`src/rtl/ud_pkg.sv`:
```
// ud_pkg: shared types, character constants and hex helpers for the url percent decoder
// no dependencies; imported by every module of the block
`default_nettype none

package ud_pkg;

  // characters the decoder reacts to
  localparam logic [7:0] CH_PERCENT = 8'h25;
  localparam logic [7:0] CH_PLUS    = 8'h2B;
  localparam logic [7:0] CH_SPACE   = 8'h20;

  // most bytes one request can produce
  localparam int unsigned MaxOut = 3;
  localparam int unsigned CntW   = $clog2(MaxOut + 1);

  // decoupling queue between front and back
  localparam int unsigned QDepth = 2;
  localparam int unsigned QPtrW  = (QDepth > 1) ? $clog2(QDepth) : 1;
  localparam int unsigned QCntW  = $clog2(QDepth + 1);

  // one decoded request: up to three bytes in order, plus end-of-string flag
  typedef struct packed {
    logic                   last;
    logic [CntW-1:0]        cnt;
    logic [MaxOut-1:0][7:0] data;
  } ud_rec_t;

  // ascii hex digit test, either case
  function automatic logic is_hex(input logic [7:0] c);
    logic r;
    r = ((c >= 8'h30) && (c <= 8'h39)) || ((c >= 8'h41) && (c <= 8'h46)) ||
        ((c >= 8'h61) && (c <= 8'h66));
    return r;
  endfunction

  // nibble value of a hex digit, zero for anything else
  function automatic logic [3:0] hex_val(input logic [7:0] c);
    logic [7:0] v;
    if ((c >= 8'h30) && (c <= 8'h39)) v = c - 8'h30;
    else if ((c >= 8'h41) && (c <= 8'h46)) v = c - 8'h41 + 8'd10;
    else if ((c >= 8'h61) && (c <= 8'h66)) v = c - 8'h61 + 8'd10;
    else v = 8'h00;
    return v[3:0];
  endfunction

endpackage

`default_nettype wire

```
`src/rtl/ud_front.sv`:
```
// ud_front: escape state machine; turns each input byte into one request of 0..3 bytes
// depends on ud_pkg (record type, characters, hex helpers)
`default_nettype none

module ud_front
  import ud_pkg::*;
(
  input  wire logic    clk,
  input  wire logic    rst_n,
  input  wire logic    acc,       // input byte taken this cycle
  input  wire logic [7:0] byte_i,
  input  wire logic    last_i,
  output ud_rec_t      rec,       // request built from the current byte
  output logic         rec_push   // request holds at least one byte
);

  localparam logic [1:0] MODE_NORMAL = 2'd0;
  localparam logic [1:0] MODE_PCT    = 2'd1;
  localparam logic [1:0] MODE_HEX1   = 2'd2;

  logic [1:0]             mode_r, mode_nxt;
  logic [7:0]             held_r, held_nxt;
  logic [CntW-1:0]        cnt;
  logic [MaxOut-1:0][7:0] lst;
  logic                   bhex;
  logic                   run_plain;

  // decode one byte against the held escape
  always_comb begin
    cnt       = '0;
    lst       = '0;
    mode_nxt  = mode_r;
    held_nxt  = held_r;
    run_plain = 1'b0;
    bhex      = is_hex(byte_i);
    unique case (mode_r)
      MODE_PCT: begin
        if (bhex) begin
          held_nxt = byte_i;
          mode_nxt = MODE_HEX1;
        end else begin
          lst[cnt]  = CH_PERCENT;
          cnt       = cnt + 1'b1;
          run_plain = 1'b1;
        end
      end
      MODE_HEX1: begin
        if (bhex) begin
          lst[cnt] = {hex_val(held_r), hex_val(byte_i)};
          cnt      = cnt + 1'b1;
          mode_nxt = MODE_NORMAL;
        end else begin
          lst[cnt]  = CH_PERCENT;
          cnt       = cnt + 1'b1;
          lst[cnt]  = held_r;
          cnt       = cnt + 1'b1;
          run_plain = 1'b1;
        end
      end
      default: begin
        run_plain = 1'b1;
      end
    endcase
    // ordinary byte handling, also for the byte that broke an escape
    if (run_plain) begin
      if (byte_i == CH_PERCENT) begin
        mode_nxt = MODE_PCT;
      end else begin
        mode_nxt = MODE_NORMAL;
        lst[cnt] = (byte_i == CH_PLUS) ? CH_SPACE : byte_i;
        cnt      = cnt + 1'b1;
      end
    end
    // end of string flushes whatever escape is still open
    if (last_i) begin
      if (mode_nxt == MODE_PCT) begin
        lst[cnt] = CH_PERCENT;
        cnt      = cnt + 1'b1;
      end else if (mode_nxt == MODE_HEX1) begin
        lst[cnt] = CH_PERCENT;
        cnt      = cnt + 1'b1;
        lst[cnt] = held_nxt;
        cnt      = cnt + 1'b1;
      end
      mode_nxt = MODE_NORMAL;
    end
  end

  assign rec.last = last_i;
  assign rec.cnt  = cnt;
  assign rec.data = lst;
  assign rec_push = acc && (cnt != '0);

  // escape mode
  always_ff @(posedge clk) begin
    if (!rst_n) begin
      mode_r <= MODE_NORMAL;
    end else if (acc) begin
      mode_r <= mode_nxt;
    end
  end

  // held first digit, payload only
  always_ff @(posedge clk) begin
    if (acc) begin
      held_r <= held_nxt;
    end
  end

endmodule

`default_nettype wire

```
`src/rtl/ud_fifo.sv`:
```
// ud_fifo: short request queue between decoder front and output back
// depends on ud_pkg (record type, queue depth)
`default_nettype none

module ud_fifo
  import ud_pkg::*;
(
  input  wire logic    clk,
  input  wire logic    rst_n,
  input  wire logic    push,
  input  wire ud_rec_t wr_rec,
  output logic         full,
  input  wire logic    pop,
  output logic         rd_valid,
  output ud_rec_t      rd_rec
);

  ud_rec_t           mem_r [QDepth];
  logic [QPtrW-1:0]  wr_ptr_r, rd_ptr_r;
  logic [QCntW-1:0]  cnt_r;
  logic              do_pop;

  assign full     = (cnt_r == QCntW'(QDepth));
  assign rd_valid = (cnt_r != '0);
  assign rd_rec   = mem_r[rd_ptr_r];
  assign do_pop   = pop && rd_valid;

  // storage
  always_ff @(posedge clk) begin
    if (push) begin
      mem_r[wr_ptr_r] <= wr_rec;
    end
  end

  // pointers and fill level
  always_ff @(posedge clk) begin
    if (!rst_n) begin
      wr_ptr_r <= '0;
      rd_ptr_r <= '0;
      cnt_r    <= '0;
    end else begin
      if (push) begin
        wr_ptr_r <= (wr_ptr_r == QPtrW'(QDepth - 1)) ? '0 : wr_ptr_r + 1'b1;
      end
      if (do_pop) begin
        rd_ptr_r <= (rd_ptr_r == QPtrW'(QDepth - 1)) ? '0 : rd_ptr_r + 1'b1;
      end
      if (push && !do_pop) begin
        cnt_r <= cnt_r + 1'b1;
      end else if (!push && do_pop) begin
        cnt_r <= cnt_r - 1'b1;
      end
    end
  end

endmodule

`default_nettype wire

```
`src/rtl/ud_back.sv`:
```
// ud_back: walks each queued request byte by byte into a registered output stage
// depends on ud_pkg (record type)
`default_nettype none

module ud_back
  import ud_pkg::*;
(
  input  wire logic    clk,
  input  wire logic    rst_n,
  input  wire logic    rd_valid,
  input  wire ud_rec_t rd_rec,
  output logic         pop,
  output logic         out_valid,
  input  wire logic    out_ready,
  output logic [7:0]   out_byte,
  output logic         out_last
);

  logic [CntW-1:0] idx_r;
  logic            ovalid_r;
  logic [7:0]      obyte_r;
  logic            olast_r;
  logic            load;
  logic            at_end;

  assign load      = rd_valid && (!ovalid_r || out_ready);
  assign at_end    = (idx_r == (rd_rec.cnt - 1'b1));
  assign pop       = load && at_end;
  assign out_valid = ovalid_r;
  assign out_byte  = obyte_r;
  assign out_last  = olast_r;

  // byte index within the head request, output valid
  always_ff @(posedge clk) begin
    if (!rst_n) begin
      idx_r    <= '0;
      ovalid_r <= 1'b0;
    end else begin
      if (load) begin
        ovalid_r <= 1'b1;
        idx_r    <= at_end ? '0 : idx_r + 1'b1;
      end else if (out_ready) begin
        ovalid_r <= 1'b0;
      end
    end
  end

  // output payload
  always_ff @(posedge clk) begin
    if (load) begin
      obyte_r <= rd_rec.data[idx_r[1:0]];
      olast_r <= rd_rec.last && at_end;
    end
  end

`ifndef SYNTHESIS
  // the index always points inside the head request
  a_idx_in_rec: assert property (@(posedge clk) disable iff (!rst_n)
    rd_valid |-> (idx_r < rd_rec.cnt))
    else $error("byte index beyond head request");

  // empty requests never reach the queue
  a_rec_nonempty: assert property (@(posedge clk) disable iff (!rst_n)
    rd_valid |-> (rd_rec.cnt != '0))
    else $error("empty request in queue");

  // with no request waiting the walk restarts at the first byte
  a_idx_idle: assert property (@(posedge clk) disable iff (!rst_n)
    !rd_valid |-> (idx_r == '0))
    else $error("byte index left mid request");

  // a loaded byte is presented in the next cycle
  a_load_shows: assert property (@(posedge clk) disable iff (!rst_n)
    load |=> ovalid_r)
    else $error("loaded byte not presented");
`endif

endmodule

`default_nettype wire

```
`src/rtl/url_percent_decoder.sv`:
```
// url_percent_decoder: top level of the streaming form-urlencoded decoder
// depends on ud_pkg, ud_front, ud_fifo, ud_back
`default_nettype none

// Streaming percent decoder. One encoded byte enters per request on the in_ side,
// tlast marking the end of a string. "%hh" (either case) becomes one byte, '+'
// becomes a space, other bytes pass through; a broken escape is emitted literally
// and the breaking byte handled normally, and an open escape is flushed at tlast,
// which always lands on the final output byte of the string. The front decodes a
// byte in the cycle it is accepted and queues the 0..3 resulting bytes as one
// request in a two-deep queue; the back sends one byte per cycle from a register
// while the output is ready. Throughput is one input byte per cycle while each
// byte yields at most one output byte; a request that yields several bytes is
// sent one byte at a time, so input is held off only when the queue fills behind
// such bursts or output backpressure.
module url_percent_decoder
  import ud_pkg::*;
(
  input  wire logic       clk,
  input  wire logic       rst_n,
  input  wire logic       in_tvalid,
  output logic            in_tready,
  input  wire logic [7:0] in_tdata,   // [7:0] in_byte
  input  wire logic       in_tlast,
  output logic            out_tvalid,
  input  wire logic       out_tready,
  output logic [7:0]      out_tdata,  // [7:0] out_byte
  output logic            out_tlast
);

  ud_rec_t rec, head;
  logic    acc, push, full, pop, rd_valid;

  assign in_tready = !full;
  assign acc       = in_tvalid && in_tready;

  // decode front
  ud_front u_front (
    .clk      (clk),
    .rst_n    (rst_n),
    .acc      (acc),
    .byte_i   (in_tdata),
    .last_i   (in_tlast),
    .rec      (rec),
    .rec_push (push)
  );

  // request queue
  ud_fifo u_fifo (
    .clk      (clk),
    .rst_n    (rst_n),
    .push     (push),
    .wr_rec   (rec),
    .full     (full),
    .pop      (pop),
    .rd_valid (rd_valid),
    .rd_rec   (head)
  );

  // output back
  ud_back u_back (
    .clk       (clk),
    .rst_n     (rst_n),
    .rd_valid  (rd_valid),
    .rd_rec    (head),
    .pop       (pop),
    .out_valid (out_tvalid),
    .out_ready (out_tready),
    .out_byte  (out_tdata),
    .out_last  (out_tlast)
  );

endmodule

`default_nettype wire

```
`config.mk`:
```
export PLATFORM = sky130hd
export DESIGN_NAME = url_percent_decoder
export DESIGN_NICKNAME = d
export VERILOG_FILES = /design/src/rtl/ud_pkg.sv /design/src/rtl/ud_front.sv /design/src/rtl/ud_fifo.sv /design/src/rtl/ud_back.sv /design/src/rtl/url_percent_decoder.sv
export SDC_FILE = /design/constraint.sdc
export NUM_CORES = 1
export LEC_CHECK = 0
export BUFFER_PORTS_ARGS = -buffer_cell sky130_fd_sc_hd__buf_2
export CAP_MARGIN = 20
export CORE_ASPECT_RATIO = 1.25
export CORE_MARGIN = 2
export CORE_UTILIZATION = 35
export CTS_CLUSTER_DIAMETER = 120
export DETAILED_ROUTE_END_ITERATION = 10
export GPL_TIMING_DRIVEN = 0
export PLACE_DENSITY = 0.59
export SETUP_SLACK_MARGIN = 0.05
export SLEW_MARGIN = 10
export SYNTH_ARGS = -nofsm -noshare
export SYNTH_HDL_FRONTEND = slang
export SYNTH_SLANG_ARGS = --single-unit
```
`constraint.sdc`:
```
create_clock -name clk -period 9.4 [get_ports clk]
set_clock_uncertainty 0.15 [all_clocks]
set_input_delay 2.82 -clock clk [delete_from_list [all_inputs] [get_ports clk]]
set_output_delay 2.82 -clock clk [all_outputs]
set_load 0.02 [all_outputs]
```
* Word level (Yosys, flattened, before mapping)
Memory sizes are Yosys's and may differ from the RTL's. A register that Yosys moved wholly into a read port is not among the register bits.
Cells that the tools add are included.
** Word-level totals
- Bits in writable memories :: 54
- Flip-flop bits (word level) :: 26
- Word-level logic and storage cells :: 144
- Memories :: 1
** Cells by class
- Bitwise gates (word level) :: 3
- Eq/ne operators :: 8
- Add/subtract/negate cells :: 19
- Order comparisons :: 19
- Multiplexer cells :: 56
- Reductions and logical operators :: 29
** Memories
- u_fifo.mem_r :: words 2, bits a word 27, read ports 1, clocked after Yosys merged registers in 1, write ports 1, line ud_fifo.sv:18 : ud_rec_t mem_r [QDepth];
** Operator list (number)
- 2-to-1 mux 24 bit :: 5
- 2-to-1 mux 8 bit :: 10
- bitwise mux 24 bit :: 2
- demux 8 bit (select 2 bit) :: 3
- >= comparator 8 x 7 -> 1 bit, second input constant :: 4
- less-or-equal comparator 8 x 7 -> 1 bit, second input constant :: 4
- 2-to-1 mux 2 bit :: 13
- 2-to-1 mux 4 bit :: 6
- subtractor 4 x 1 -> 4 bit, second input constant :: 6
- logical AND 1 bit :: 17
- adder 4 bit, second input constant :: 4
- binary-select mux 8 bit (select 2 bit) :: 1
- equality test 8 x 6 -> 1 bit, second input constant :: 2
- >= comparator 8 x 6 -> 1 bit, second input constant :: 2
- less-or-equal comparator 8 x 6 -> 1 bit, second input constant :: 2
- one-hot mux 8 bit (2 select lines) :: 1
- AND 15 bit :: 1
- inverter 15 bit :: 1
- less-than comparator 2 x 3 -> 1 bit, second input constant :: 4
- 2-to-1 mux 1 bit :: 12
- adder 2 x 1 -> 2 bit, second input constant :: 5
- bitwise OR 9 bit :: 1
- one-hot mux 2 bit (2 select lines) :: 2
- nonzero test 2 bit :: 4
- 10 further kinds :: 22

* Depth between registers and ports, before layout
- Word-level depth :: 20
- Gate-level depth with buffers :: 21
- Gate-level depth less buffers :: 20

* By module
From an unflattened synthesis, not the netlist that was laid out.
** Second synthesis, totals
- Cells, all modules :: 400
- Area, all modules :: 4568.1 µm²
** By module, submodules not included
- ud_fifo :: area each 2165.8 µm², cells each 106, sequential area each 1721.7 µm², times used 1
- ud_front :: area each 1760.4 µm², cells each 233, sequential area each 280.3 µm², times used 1
- ud_back :: area each 631.9 µm², cells each 59, sequential area each 330.3 µm², times used 1
- url_percent_decoder :: area each 10.0 µm², cells each 2, sequential area each 0.0 µm², times used 1

* Worst setup path after synthesis
OpenSTA, ideal clock, no wires.
- Path type :: input port to flip-flop
- From :: input port in_tdata[0]
- To :: memory u_fifo.mem_r[0][0] (netlist name) (enable)
- Data arrival time :: 6.697 ns
- Stages :: 17
- Library setup time :: 0.411 ns
- Setup slack :: 2.142 ns
- Cells stage by stage :: inv_1 > ha_1 > nor3b_1 > and4bb_2 > o21ai_2 > buf_6 > and3_1 > a21oi_1 > ha_1 > nor3b_2 > nor2_1 > ha_1 > clkbuf_1 > a21o_1 > a31o_1 > o31ai_4 > nor2_1
** On the way
- Cells in the longest elaborated chain, start to end :: 18
- Elaborated cells between the ends (all ways) :: 36
- Classes of those cells :: add/sub (3); order compare (6); eq/ne (3); mux (17); reduce/logical (7)
** Ends and longest elaborated chain
- from (decl) :: line url_percent_decoder.sv:23 : input wire logic [7:0] in_tdata,
- >= comparator 8 x 6 -> 1 bit (tied with other cells) :: line ud_pkg.sv:31 : r = ((c >= 8'h30) && (c <= 8'h39)) || ((c >= 8'h41) && (c <= 8'h46)) ||
- logical AND 1 bit :: line ud_pkg.sv:31
- logical OR 1 bit (2 in series) :: line ud_pkg.sv:31
- 2-to-1 mux 2 bit or 2-to-1 mux 1 bit (tied branches) :: line ud_front.sv:48, ud_front.sv:38
- one-hot mux 2 bit (2 select lines) :: line ud_front.sv:36 : unique case (mode_r)
- adder 2 x 1 -> 2 bit :: line ud_front.sv:71 : cnt = cnt + 1'b1;
- 2-to-1 mux 2 bit :: line ud_front.sv:66 : if (byte_i == CH_PERCENT) begin
- 2-to-1 mux 2 bit :: line ud_front.sv:65 : if (run_plain) begin
- adder 2 x 1 -> 2 bit :: line ud_front.sv:78, ud_front.sv:81
- adder 2 x 1 -> 2 bit :: line ud_front.sv:83 : cnt = cnt + 1'b1;
- 2-to-1 mux 2 bit :: line ud_front.sv:79 : end else if (mode_nxt == MODE_HEX1) begin
- 2-to-1 mux 2 bit :: line ud_front.sv:76 : if (mode_nxt == MODE_PCT) begin
- 2-to-1 mux 2 bit (*) :: line ud_front.sv:75 : if (last_i) begin
- nonzero test 2 bit (*) :: line ud_front.sv:92 : assign rec_push = acc && (cnt != '0);
- logical AND 1 bit (*) :: line ud_front.sv:92
- 2-to-1 mux 1 bit (*) :: line ud_fifo.sv:30 : if (push) begin
- 2-to-1 mux 1 bit (not written as such) (*) :: line ud_fifo.sv:31 : mem_r[wr_ptr_r] <= wr_rec;
- to (decl) :: line ud_fifo.sv:18
Mark *: on every way between the ends. The rest lies on a longest branch, timed or not.

* Worst setup path in the final report
- From :: input port in_tdata[0]
- To :: register u_fifo.cnt_r[1]
** On the way
- Cells in the longest elaborated chain, start to end :: 19
- Elaborated cells between the ends (all ways) :: 39
- Classes of those cells :: add/sub (3); order compare (6); eq/ne (3); mux (16); reduce/logical (11)
** Ends and longest elaborated chain
- >= comparator 8 x 6 -> 1 bit (tied with other cells) :: line ud_pkg.sv:31
- logical AND 1 bit :: line ud_pkg.sv:31
- logical OR 1 bit (2 in series) :: line ud_pkg.sv:31
- 2-to-1 mux 2 bit or 2-to-1 mux 1 bit (tied branches) :: line ud_front.sv:48, ud_front.sv:38
- one-hot mux 2 bit (2 select lines) :: line ud_front.sv:36
- adder 2 x 1 -> 2 bit :: line ud_front.sv:71
- 2-to-1 mux 2 bit :: line ud_front.sv:66
- 2-to-1 mux 2 bit :: line ud_front.sv:65
- [... 3 more ...]
- 2-to-1 mux 2 bit :: line ud_front.sv:76
- 2-to-1 mux 2 bit (*) :: line ud_front.sv:75
- nonzero test 2 bit (*) :: line ud_front.sv:92
- logical AND 1 bit (*) :: line ud_front.sv:92
- named net push :: line url_percent_decoder.sv:32 : logic acc, push, full, pop, rd_valid;
- logical NOT 1 bit :: line ud_fifo.sv:50 : end else if (!push && do_pop) begin
- logical AND 1 bit :: line ud_fifo.sv:50
- nonzero test 2 bit (no source line)
- to (signal assigned) :: line ud_fifo.sv:49 : cnt_r <= cnt_r + 1'b1;
- to (signal assigned) :: line ud_fifo.sv:51 : cnt_r <= cnt_r - 1'b1;
- to (decl) :: line ud_fifo.sv:20 : logic [QCntW-1:0] cnt_r;
The timed path passes the listed nets; every way through them passes the cells marked *.
A chain may end at the register's enable or synchronous reset.

==> results.py <==
metrics = {
    "synth": {
        "yosysTopAreaCellShare_pct": 46.2,
        "ys.flop_type": "edfxtp_1",
        "syn-num-nets": 414,
        "synthArstFlopShare_pct": 0,
        "ys_ff_latch": 81,
        "yosysWarnings": 0,
        "synth_area_leaders": "edfxtp_1 46%, ha_1 4.9%, dfxtp_1 4.3%, mux2i_1 4.3%, mux4_2 3.9%",
        "synth_top_area_cell": "edfxtp_1",
        "synthCells": 383,
        "ys_seq_area_share_pct": 50.6,
        "synth_edf_count": 71,
        "syn-cell-area_sq_mm": 0.00461,
        "ys_types": 75,
        "avgSynthCellArea_sq_um": 12.0,
    },
    "pwr": {
        "ir_worst_vdd_v": 0.000103,
        "power.leakage_uw": 0.00200,
        "power_uw": 1180,
        "p_per_area_mw_per_mm2": 224,
    },
    "clocking": {
        "cts_sinks": 81,
        "cts_buffers": 9,
        "post_cts_resized": 0,
        "tritoncts": "done",
        "clkLatencyLatePin_ns": 0.33,
        "hold_buffers": 0,
        "post_cts_buffers": 0,
        "root_buffer": "clkbuf_16",
        "clk_pin_slew_ns": 0.06,
        "clk_path_buf_depth": 2,
        "htreeDepth": 3,
    },
    "timing": {
        "finalWorstSetupSlack_ns": 2.16,
        "slew_violations": 0,
        "period_needed_ns": 7.24,
        "max_freq_mhz": 138,
        "rsz0062_at_grt": "no",
        "worstMarginPinSlew_ns": 0.789,
        "hold_viol": 0,
        "setup_viol": 0,
        "fin_hold_ws_ns": 0.354,
        "tns_ns": 0,
        "post-route-period-util_pct": 77.0,
        "slew_headroom_pct": 47.3,
    },
    "global_routing": {
        "grt_first_pass_wirelength_um": 17700,
        "grt_max_degree": 28,
        "first_global_vias": 3240,
        "grt_util_all_layers_pct": 16.3,
        "antenna_found_initial": 0,
        "grt_overflow": 0,
    },
    "placed_design": {
        "numPortBuffers": 23,
        "hpwlAfterDp_um": 8360,
        "gp_congestion": 0.934,
        "dp_worst_setup_slack_ns": 1.85,
    },
    "critical_path": {
        "path_common_cell": "ha_1",
        "r2r-end": "u_fifo.cnt_r[1]",
        "r2r_slack_ns": 4.72,
        "slowest_stage": "or3_1",
        "ff2ff_path_depth": 17,
        "cpPeakStageDelay_ns": 0.38,
        "cp_num_buf_inv": 5,
        "critical-path-top-delay-family": "simple AND/OR/NAND/NOR gates",
        "critPathKind": "primary input to flip-flop",
        "r2r-start": "u_front.mode_r[0]",
        "end_kind": "flip-flop",
        "startpoint_type": "primary input",
        "worstPathArrival_ns": 7.34,
        "worstPathRequired_ns": 9.51,
        "path_cells": "buf_2 > inv_1 > ha_1 > nor3b_1 > and4bb_2 > o21ai_2 > buf_6 > and3_1 > a21oi_1 > ha_1 > nor3b_2 > nor2_1 > ha_1 > clkbuf_1 > a21o_1 > a31o_1 > o31ai_4 > inv_1 > ha_1 > or3_1 > a21boi_0",
        "crit_fanout": 10,
    },
    "detailed_routing": {
        "antenna_left": 0,
        "vias_per_cell": 5.46,
        "routedWlPerCell_um": 18.4,
        "wirelength_um": 10900,
        "drt_first_pass_iters": 5,
        "num_vias": 3221,
        "drt_iter0_drc": 216,
        "drc": 0,
    },
    "outcome": {
        "status": "finished, final reports clean",
    },
    "die": {
        "fp.dieH_um": 132,
        "io_pins": 24,
        "chipWidth_um": 107,
        "num_rows": 46,
        "initial_core_util_pct": 36.1,
        "dieArea_sq_mm": 0.0141,
        "fp.coreArea_sq_mm": 0.0128,
    },
    "cells_and_area": {
        "multi_input_area_sq_mm": 0.00210,
        "most-common-layout-cells": "71 x edfxtp_1, 29 x nand2_1, 27 x inv_1, 27 x buf_2, 20 x mux2i_1",
        "final_common_cell": "edfxtp_1",
        "seqCellArea_sq_mm": 0.00233,
        "synthToLayoutAreaGrowth_pct": 14.3,
        "num-fill-cells": 1253,
        "drive_gt1_share_pct": 19.2,
        "fin_nets": 448,
        "antenna-diode-count": 0,
    },
    "min_path": {
        "min_from": "u_back.idx_r[1]",
        "hold_depth": 2,
        "holdPathEnd": "u_back.idx_r[1]",
        "hold_path.class": "flip-flop to flip-flop",
    },
    "run": {
        "drv_cap": 0,
    },
}
[synth_stat cells, types with 2 or more instances]
cell type / number
edfxtp_1: 71
nand2_1: 29
inv_1: 27
mux2i_1: 20
ha_1: 18
a21oi_1: 16
nand3_1: 13
o22ai_1: 12
dfxtp_1: 10
o2bb2ai_1: 10
o21ai_0: 9
a32oi_1: 8
mux4_2: 8
nor2_1: 8
and2_1: 7
and3_1: 7
clkbuf_1: 7
a31oi_1: 6
nand2b_1: 5
nor2b_1: 5
xnor2_1: 5
a31o_1: 4
buf_2: 4
a221o_1: 3
buf_4: 3
mux2_2: 3
o2111ai_1: 3
o21ai_1: 3
a211oi_2: 2
a21boi_0: 2
a22oi_1: 2
and2_4: 2
and4_1: 2
nand4_1: 2
nor2_2: 2
nor3b_1: 2
o211a_1: 2
o211ai_1: 2
o21a_1: 2
o21ai_2: 2
[registers in the layout (all words and copies together), names as in the netlist, named ones only]
name,flops
u_back.out_last,1
u_fifo.wr_ptr_r,1
u_back.out_valid,1
u_back.idx_r,2
u_back.out_byte,8
u_fifo.cnt_r,2
u_front.held_r,8
u_fifo.rd_ptr_r,1
u_fifo.mem_r,54
u_front.mode_r,2
[stage by stage]
| stage | util [%] | instances | area (sq um) |
|---|---|---|---|
| floorplan | - | 383 | 4610 |
| global placement | 38.6 | 574 | 4940 |
| detailed placement | 38.7 | 574 | 4950 |
| CTS | 41.3 | 590 | 5270 |
| global route | 41.3 | 590 | 5270 |
| finish | 41.3 | 590 | 5270 |
[logic make-up after synthesis]
logic type      after synthesis  synth area share, %
compound gates              107                 18.4
xor+xnor                      6                 1.14
fa+ha+maj                    18                 4.88
buf+inv                      45                 4.21
flops                        81                 50.6
mux                          31                 8.98
simple gates                 95                 11.8
[cell type report]
cell class / instances / share of cell area, %
Inverter: 28 / 1.99
Clock buffer: 15 / 5.51
Multi-Input combinational cell: 257 / 39.8
Tap cell: 168 / 3.99
Buffer: 17 / 1.69
Timing Repair Buffer: 23 / 2.18
Clock inverter: 1 / 0.570
Sequential cell: 81 / 44.2
[layer usage]
metal	track usage, %	vias to the layer above	wire length [um]	share of wire (%)
met3	2.52	16	341	3.1
met5	0	-	0	0
met4	6.13	0	260	2.4
li1	-	1556	-	-
met1	20.3	1569	4600	42
met2	28.4	80	5660	52
[worst max path at each step]
stage	from	end	slack, ns	cells past startpoint
after floorplan	in_tdata[0]	u_fifo.mem_r[0][0]	2.14	17
after CTS	in_tdata[0]	u_fifo.cnt_r[1]	2.19	21
after global placement	in_tdata[0]	u_fifo.mem_r[0][18]	0.88	18
after detailed placement	in_tdata[0]	u_fifo.cnt_r[1]	1.85	21
after global routing	in_tdata[1]	u_fifo.cnt_r[1]	1.87	21
final	in_tdata[0]	u_fifo.cnt_r[1]	2.16	21
[worst reg2reg max path, delay by kind of cell (launching register included)]
family          cells  cell delay [ns]
flops               1             0.37
simple gates        4             0.94
buf+inv             4             0.59
compound gates      5             1.43
fa+ha+maj           4             1.15
[where the power goes]
part / total, uW / switching, uW / internal, uW / leakage [uW]
Sequential: 517 / 32.9 / 484 / 0.000755
Combinational: 303 / 175 / 128 / 0.00109
Clock: 363 / 124 / 238 / 0.000154
Note: power is estimated with default switching activity, not from simulation.
